`src/hdl/pts_pkg.sv`:
```
// Shared types, constants and a highest-set-bit function for the priority tick scheduler.
// No dependencies.
package pts_pkg;

    localparam int BANK_SIZE = 32;
    localparam int PRIO_W    = 5;
    localparam int ADDR_W    = PRIO_W + 1;

    typedef logic [1:0] t_kind;

    localparam t_kind KIND_TICK   = 2'd0;
    localparam t_kind KIND_DELAY  = 2'd1;
    localparam t_kind KIND_CREATE = 2'd2;

    typedef struct packed {
        t_kind       kind;
        logic [15:0] delay_ticks;
        logic [4:0]  task_priority;
    } t_item;

    typedef struct packed {
        logic [4:0]  run_priority;
        logic        run_valid;
        logic [31:0] ready_set;
        logic [31:0] delayed_set;
        logic [31:0] tick_now;
    } t_result;

    function automatic logic [PRIO_W-1:0] highest_set(input logic [BANK_SIZE-1:0] m);
        logic [PRIO_W-1:0] p;
        p = '0;
        for (int i = 0; i < BANK_SIZE; i++) begin
            if (m[i]) begin
                p = PRIO_W'(i);
            end
        end
        return p;
    endfunction

endpackage

```
`src/hdl/priority_tick_scheduler.sv`:
```
// Priority tick scheduler: ready/delayed masks, tick count, two wake-time banks. Uses pts_pkg.
// A tick walks S_SCAN, one wake-memory entry per cycle, then S_DRAIN and S_FIN before o_done;
// delay, create and other kinds go from S_IDLE straight to S_FIN.
// No new item is taken until the current one is done; the next start is taken in the o_done cycle.
// The receiver cannot stall; each result shows for one cycle under o_done.
// Sync active-low reset clears masks, tick count, bank select and all wake valid bits at once.
module priority_tick_scheduler #(
    parameter int NUM_PRIORITIES = 32
) (
    input  logic            i_clk,
    input  logic            i_rst_n,
    input  logic            start,
    input  pts_pkg::t_item  i_item,
    output logic            busy,
    output logic            o_done,
    output pts_pkg::t_result o_result
);
    import pts_pkg::*;

    localparam logic [BANK_SIZE-1:0] P_MASK = {BANK_SIZE{1'b1}} >> (BANK_SIZE - NUM_PRIORITIES);
    localparam logic [PRIO_W-1:0]    LAST_IDX = PRIO_W'(NUM_PRIORITIES - 1);
    localparam int                   DEPTH = 2 * BANK_SIZE;

    typedef enum logic [3:0] {
        S_IDLE  = 4'b0001,
        S_SCAN  = 4'b0010,
        S_DRAIN = 4'b0100,
        S_FIN   = 4'b1000
    } t_state;

    t_state                r_state,   n_state;
    logic [31:0]           r_tick,    n_tick;
    logic                  r_bank,    n_bank;
    logic [BANK_SIZE-1:0]  r_ready,   n_ready;
    logic [BANK_SIZE-1:0]  r_delayed, n_delayed;
    logic [PRIO_W-1:0]     r_cur,     n_cur;
    logic [DEPTH-1:0]      r_wvld,    n_wvld;
    logic [PRIO_W-1:0]     r_idx,     n_idx;
    logic                  r_chk,     n_chk;
    logic [PRIO_W-1:0]     r_chk_idx, n_chk_idx;
    logic                  r_resched, n_resched;
    logic                  r_done,    n_done;
    t_result               r_result,  n_result;

    logic [31:0]           mem [DEPTH];
    logic [31:0]           r_rd_data;
    logic [ADDR_W-1:0]     rd_addr;
    logic                  mem_we;
    logic [ADDR_W-1:0]     mem_waddr;
    logic [31:0]           mem_wdata;

    logic [ADDR_W-1:0]     chk_addr;
    logic                  hit;
    logic [32:0]           wake_sum;

    assign rd_addr  = {r_bank, r_idx};
    assign chk_addr = {r_bank, r_chk_idx};
    assign hit      = r_chk && r_wvld[chk_addr] && (r_rd_data != 32'd0)
                      && (r_tick >= r_rd_data);
    assign wake_sum = {1'b0, r_tick} + {17'd0, i_item.delay_ticks};

    always_ff @(posedge i_clk) begin
        if (mem_we) begin
            mem[mem_waddr] <= mem_wdata;
        end
        r_rd_data <= mem[rd_addr];
    end

    always_comb begin
        n_state   = r_state;
        n_tick    = r_tick;
        n_bank    = r_bank;
        n_ready   = r_ready;
        n_delayed = r_delayed;
        n_cur     = r_cur;
        n_wvld    = r_wvld;
        n_idx     = r_idx;
        n_chk     = 1'b0;
        n_chk_idx = r_chk_idx;
        n_resched = r_resched;
        n_done    = 1'b0;
        n_result  = r_result;
        mem_we    = 1'b0;
        mem_waddr = '0;
        mem_wdata = '0;

        if (hit) begin
            n_wvld[chk_addr]     = 1'b0;
            n_delayed[r_chk_idx] = 1'b0;
            n_ready[r_chk_idx]   = 1'b1;
        end

        case (r_state)
            S_IDLE: begin
                if (start) begin
                    case (i_item.kind)
                        KIND_TICK: begin
                            n_tick = r_tick + 32'd1;
                            if (n_tick == 32'd0) begin
                                n_bank = ~r_bank;
                            end
                            n_idx     = '0;
                            n_resched = 1'b1;
                            n_state   = S_SCAN;
                        end
                        KIND_DELAY: begin
                            mem_we    = 1'b1;
                            mem_waddr = {wake_sum[32] ? ~r_bank : r_bank, r_cur};
                            mem_wdata = wake_sum[31:0];
                            n_wvld[mem_waddr] = 1'b1;
                            n_delayed[r_cur]  = 1'b1;
                            n_ready[r_cur]    = 1'b0;
                            n_resched = 1'b1;
                            n_state   = S_FIN;
                        end
                        KIND_CREATE: begin
                            if ({1'b0, i_item.task_priority} < (PRIO_W + 1)'(NUM_PRIORITIES)) begin
                                n_cur = i_item.task_priority;
                                n_ready[i_item.task_priority] = 1'b1;
                            end
                            n_resched = 1'b0;
                            n_state   = S_FIN;
                        end
                        default: begin
                            n_resched = 1'b0;
                            n_state   = S_FIN;
                        end
                    endcase
                end
            end
            S_SCAN: begin
                n_chk     = 1'b1;
                n_chk_idx = r_idx;
                if (r_idx == LAST_IDX) begin
                    n_state = S_DRAIN;
                end else begin
                    n_idx = r_idx + PRIO_W'(1);
                end
            end
            S_DRAIN: begin
                n_state = S_FIN;
            end
            S_FIN: begin
                n_ready   = r_ready & P_MASK;
                n_delayed = r_delayed & P_MASK;
                if (r_resched && (n_ready != '0)) begin
                    n_cur = highest_set(n_ready);
                end
                n_done                = 1'b1;
                n_result.run_priority = n_cur;
                n_result.run_valid    = (n_ready != '0);
                n_result.ready_set    = n_ready;
                n_result.delayed_set  = n_delayed;
                n_result.tick_now     = r_tick;
                n_state               = S_IDLE;
            end
            default: begin
                n_state = S_IDLE;
            end
        endcase
    end

    always_ff @(posedge i_clk) begin
        if (!i_rst_n) begin
            r_state   <= S_IDLE;
            r_tick    <= '0;
            r_bank    <= 1'b0;
            r_ready   <= '0;
            r_delayed <= '0;
            r_cur     <= '0;
            r_wvld    <= '0;
            r_idx     <= '0;
            r_chk     <= 1'b0;
            r_chk_idx <= '0;
            r_resched <= 1'b0;
            r_done    <= 1'b0;
        end else begin
            r_state   <= n_state;
            r_tick    <= n_tick;
            r_bank    <= n_bank;
            r_ready   <= n_ready;
            r_delayed <= n_delayed;
            r_cur     <= n_cur;
            r_wvld    <= n_wvld;
            r_idx     <= n_idx;
            r_chk     <= n_chk;
            r_chk_idx <= n_chk_idx;
            r_resched <= n_resched;
            r_done    <= n_done;
        end
    end

    always_ff @(posedge i_clk) begin
        r_result <= n_result;
    end

    assign busy     = (r_state != S_IDLE);
    assign o_done   = r_done;
    assign o_result = r_result;

`ifndef NO_ASSERTIONS
    a_done_after_fin: assert property (@(posedge i_clk) disable iff (!i_rst_n)
        o_done |-> $past(r_state == S_FIN))
        else $error("result strobe without finish cycle");

    a_run_is_ready: assert property (@(posedge i_clk) disable iff (!i_rst_n)
        (o_done && o_result.run_valid) |-> o_result.ready_set[o_result.run_priority])
        else $error("running priority not in ready set");

    a_mask_range: assert property (@(posedge i_clk) disable iff (!i_rst_n)
        o_done |-> (((o_result.ready_set | o_result.delayed_set) & ~P_MASK) == '0))
        else $error("mask bit beyond priority range");

    a_chk_in_scan: assert property (@(posedge i_clk) disable iff (!i_rst_n)
        r_chk |-> (r_state == S_SCAN || r_state == S_DRAIN))
        else $error("wake check outside scan");
`endif

endmodule

```
`config.mk`:
```
export PLATFORM = sky130hd
export DESIGN_NAME = priority_tick_scheduler
export DESIGN_NICKNAME = d
export VERILOG_FILES = /design/src/hdl/pts_pkg.sv /design/src/hdl/priority_tick_scheduler.sv
export SDC_FILE = /design/constraint.sdc
export NUM_CORES = 2
export LEC_CHECK = 0
export ABC_CLOCK_PERIOD_IN_PS = 8340
export BUFFER_PORTS_ARGS = -buffer_cell sky130_fd_sc_hd__buf_2
export CORE_MARGIN = 5
export CORE_UTILIZATION = 23
export CTS_CLUSTER_SIZE = 8
export DETAILED_ROUTE_END_ITERATION = 10
export RECOVER_POWER = 100
export SYNTH_ARGS = -nofsm -noshare
export SYNTH_HDL_FRONTEND = slang
export SYNTH_SLANG_ARGS = --single-unit
export TNS_END_PERCENT = 30
```
`constraint.sdc`:
```
create_clock -name i_clk -period 8.34 [get_ports i_clk]
set_clock_uncertainty 0.1 [all_clocks]
set_input_delay 1.668 -clock i_clk [delete_from_list [all_inputs] [get_ports i_clk]]
set_output_delay 1.668 -clock i_clk [all_outputs]
set_load 0.01 [all_outputs]
```
==> metrics.yaml <==
fin_crit_sh_pct: 80.3
nets: 5133
clk_path_buf_depth: 4
drt_iter0_drc: 7061
cp.required_ns: 8.93
cts_buffers: 339
finalSetupTns_ns: 0
end_kind: "flop"
pin_count: 130
core_um2: 406000
ir_drop_mv: 0.171
vias_per_cell: 4.74
intPower_mw: 20.3
grt-ovfl-total: 0
wl_met3_um: 25500
drt_pass1_iterations: 8
ys.flop_type: "edfxtp_1"
power_leakage_nw: 32.9
hold_class: "reg2reg"
finalPower_mw: 25.4
critPathLaunchType: "flop"
postSynth.asyncResetShare_pct: 0
slew_violations: 1076
port_buffers: 129
rrSetupSlack_ns: 1.65
cts-root-buf: "clkbuf_16"
cts.repair.resized: 0
avgSynthCellArea_um2: 19.7
grtUsageTotal_pct: 12.5
cts_setup_buffers: 0
final_hold_viol_count: 0
num_vias: 50200
tightest_slew_ns: 3.74
violations: "max-capacitance violations, max-slew violations"
grt_max_degree: 144
setup_viol: 0
wl_met1_um: 112000
dieHeight_um: 649
maxCapViolations: 28
worstSkewPairLatency_ns: 0.86
worstPathMaxFanout: 88
postCtsHoldBufs: 0
comb_power_share_pct: 1.3
p_seq_share_pct: 50.6
tritoncts: "done"
grt_setup_unrepaired: "false"
dieArea_um2: 421000
die_w_um: 649
initial_utilization_pct: 23.1
num_rows: 234
synthCells: 4757
ctsHtreeMaxLevel: 5
yosys.area.top_type_share_pct: 68.8
yosysTopAreaCell: "edfxtp_1"
grt_pass1_vias: 49200
netlist_top_cells_count: "edfxtp_1 (2150), mux4_2 (686), clkbuf_1 (219)"
synth.distinct_cells: 76
synth_warnings: 0
synth_fp_nets: 4839
syn-cell-area_um2: 93800
drc: 0
min_period_ns: 6.69
drive_above_1_share_pct: 24.6
synthTopCellsByArea: "edfxtp_1 (69%), mux4_2 (16%), dfxtp_1 (4.6%)"
syn2layout_area_growth_pct: 17.9
highest_layer: "met5"
crit_arrival_ns: 7.28
status: "complete, but fails checks"
ys_ff_latch: 2365
ant_nets: 0
grt_pass1_wl_um: 382000
antenna_found_initial: 36
switching_share_pct: 19.9
clkTransAtPathRegs_ns: 0.05
synth.most_common_cell: "edfxtp_1"
switching_power_mw: 5.05
fmax_mhz: 149
criticalPathCategory: "reg2reg"
dr_wl_met2_um: 126000
detail_route.wl_per_cell_um: 25.7
gp_congestion: 0.872
pwr-share-clk_pct: 48.0
routed_wl_um: 273000
p_per_area_nw_per_um2: 230
synth_edf_count: 2150
dp_hpwl_um: 171000
ys_seq_area_share_pct: 73.4
relSlewSlack_pct: -149
cts.sinks: 2365
-- stage by stage --
| step | util (%) | setup WS [ns] | hold WS, ns | cell area (µm²) | instances |
|---|---|---|---|---|---|
| 3_3_place_gp | 25.1 | 1.94 | 0.316 | 102000 | 10100 |
| 2_1_floorplan | - | 0.559 | 0.302 | 93800 | 4757 |
| 5_1_grt | 27.2 | 1.36 | 0.336 | 111000 | 10600 |
| 3_5_place_dp | 25.1 | 1.94 | 0.320 | 102000 | 10100 |
| 4_1_cts | 27.3 | 2.84 | 0.323 | 111000 | 10600 |
| 6_report | 27.2 | 1.65 | 0.330 | 111000 | 10600 |
-- final timing paths --
path,start,end,depth (start not counted)
worst min-delay path,r_delayed[18],o_result[50],0
worst max-delay path,r_tick[18],r_delayed[21],11
worst min register to register,r_delayed[18],o_result[50],0
worst max register to register,r_tick[18],r_delayed[21],11
-- sequential cells by signal, indices dropped and copies added, names as in the netlist --
name       flops
o_done         1
r_idx          5
r_delayed     32
r_tick        32
o_result     102
r_chk          1
r_chk_idx      5
r_resched      1
mem         2048
r_wvld        64
r_ready       32
r_bank         1
r_state        4
r_rd_data     32
r_cur          5
-- cells by family after synthesis --
| kind of cell | synth area share [%] |
|---|---|
| flops | 73.4 |
| xor+xnor | 0.579 |
| mux | 16.7 |
| simple gates | 3.98 |
| compound gates | 3.13 |
| fa+ha+maj | 0.755 |
| buf+inv | 1.46 |
-- power groups by stage --
stage	clock [mW]	sequential, mW	combinational [mW]
final	12.2	12.9	0.340
after global routing	12.9	12.8	0.359
after CTS	12.4	12.9	0.347
after detailed placement	0	13.1	0.347
after global placement	0	13.1	0.341
after floorplan	0	13.1	0.191
-- critical path, stage by stage (launching register included) --
cell,delay [ns]
dfxtp_1,0.33
clkbuf_1,1.06
ha_1,0.42
o21ai_0,0.15
o21bai_1,0.08
a2111oi_0,0.44
o21ai_0,0.13
o211ai_1,0.32
clkbuf_1,1.01
clkbuf_2,1.50
nor3_1,0.53
a311oi_1,0.39
-- routing by layer --
layer,vias up,track usage [%]
li1,20300,-
met1,26800,17.5
met2,2730,19.5
met3,441,2.61
met4,16,3.81
met5,-,0.294
-- cell usage in the layout, fill, tap and decap left out, types with 30 or more instances in the layout --
| master | count |
|---|---|
| edfxtp_1 | 2150 |
| mux4_2 | 686 |
| clkbuf_16 | 346 |
| clkbuf_1 | 217 |
| dfxtp_1 | 210 |
| nand2_1 | 191 |
| nor2_1 | 154 |
| a21oi_1 | 116 |
| o21ai_0 | 107 |
| nor3_1 | 79 |
| buf_4 | 79 |
| nor4_1 | 67 |
| nand3_1 | 55 |
| ha_1 | 55 |
| inv_1 | 51 |
| nor2_4 | 42 |
| o22ai_1 | 42 |
| xor2_1 | 32 |
| nand4_1 | 31 |
| xnor2_1 | 30 |
-- final cells by class --
type / instances / area [µm²]
sequential: 2365 / 68900
multi-input combinational: 2036 / 24000
tap: 5428 / 6790
timing repair buffer: 253 / 1450
inverter: 56 / 213
fill: 40200 / 296000
clock inverter: 20 / 249
antenna: 12 / 30.0
clock buffer: 429 / 8970
No activity file was read; power rests on OpenSTA's default activity.
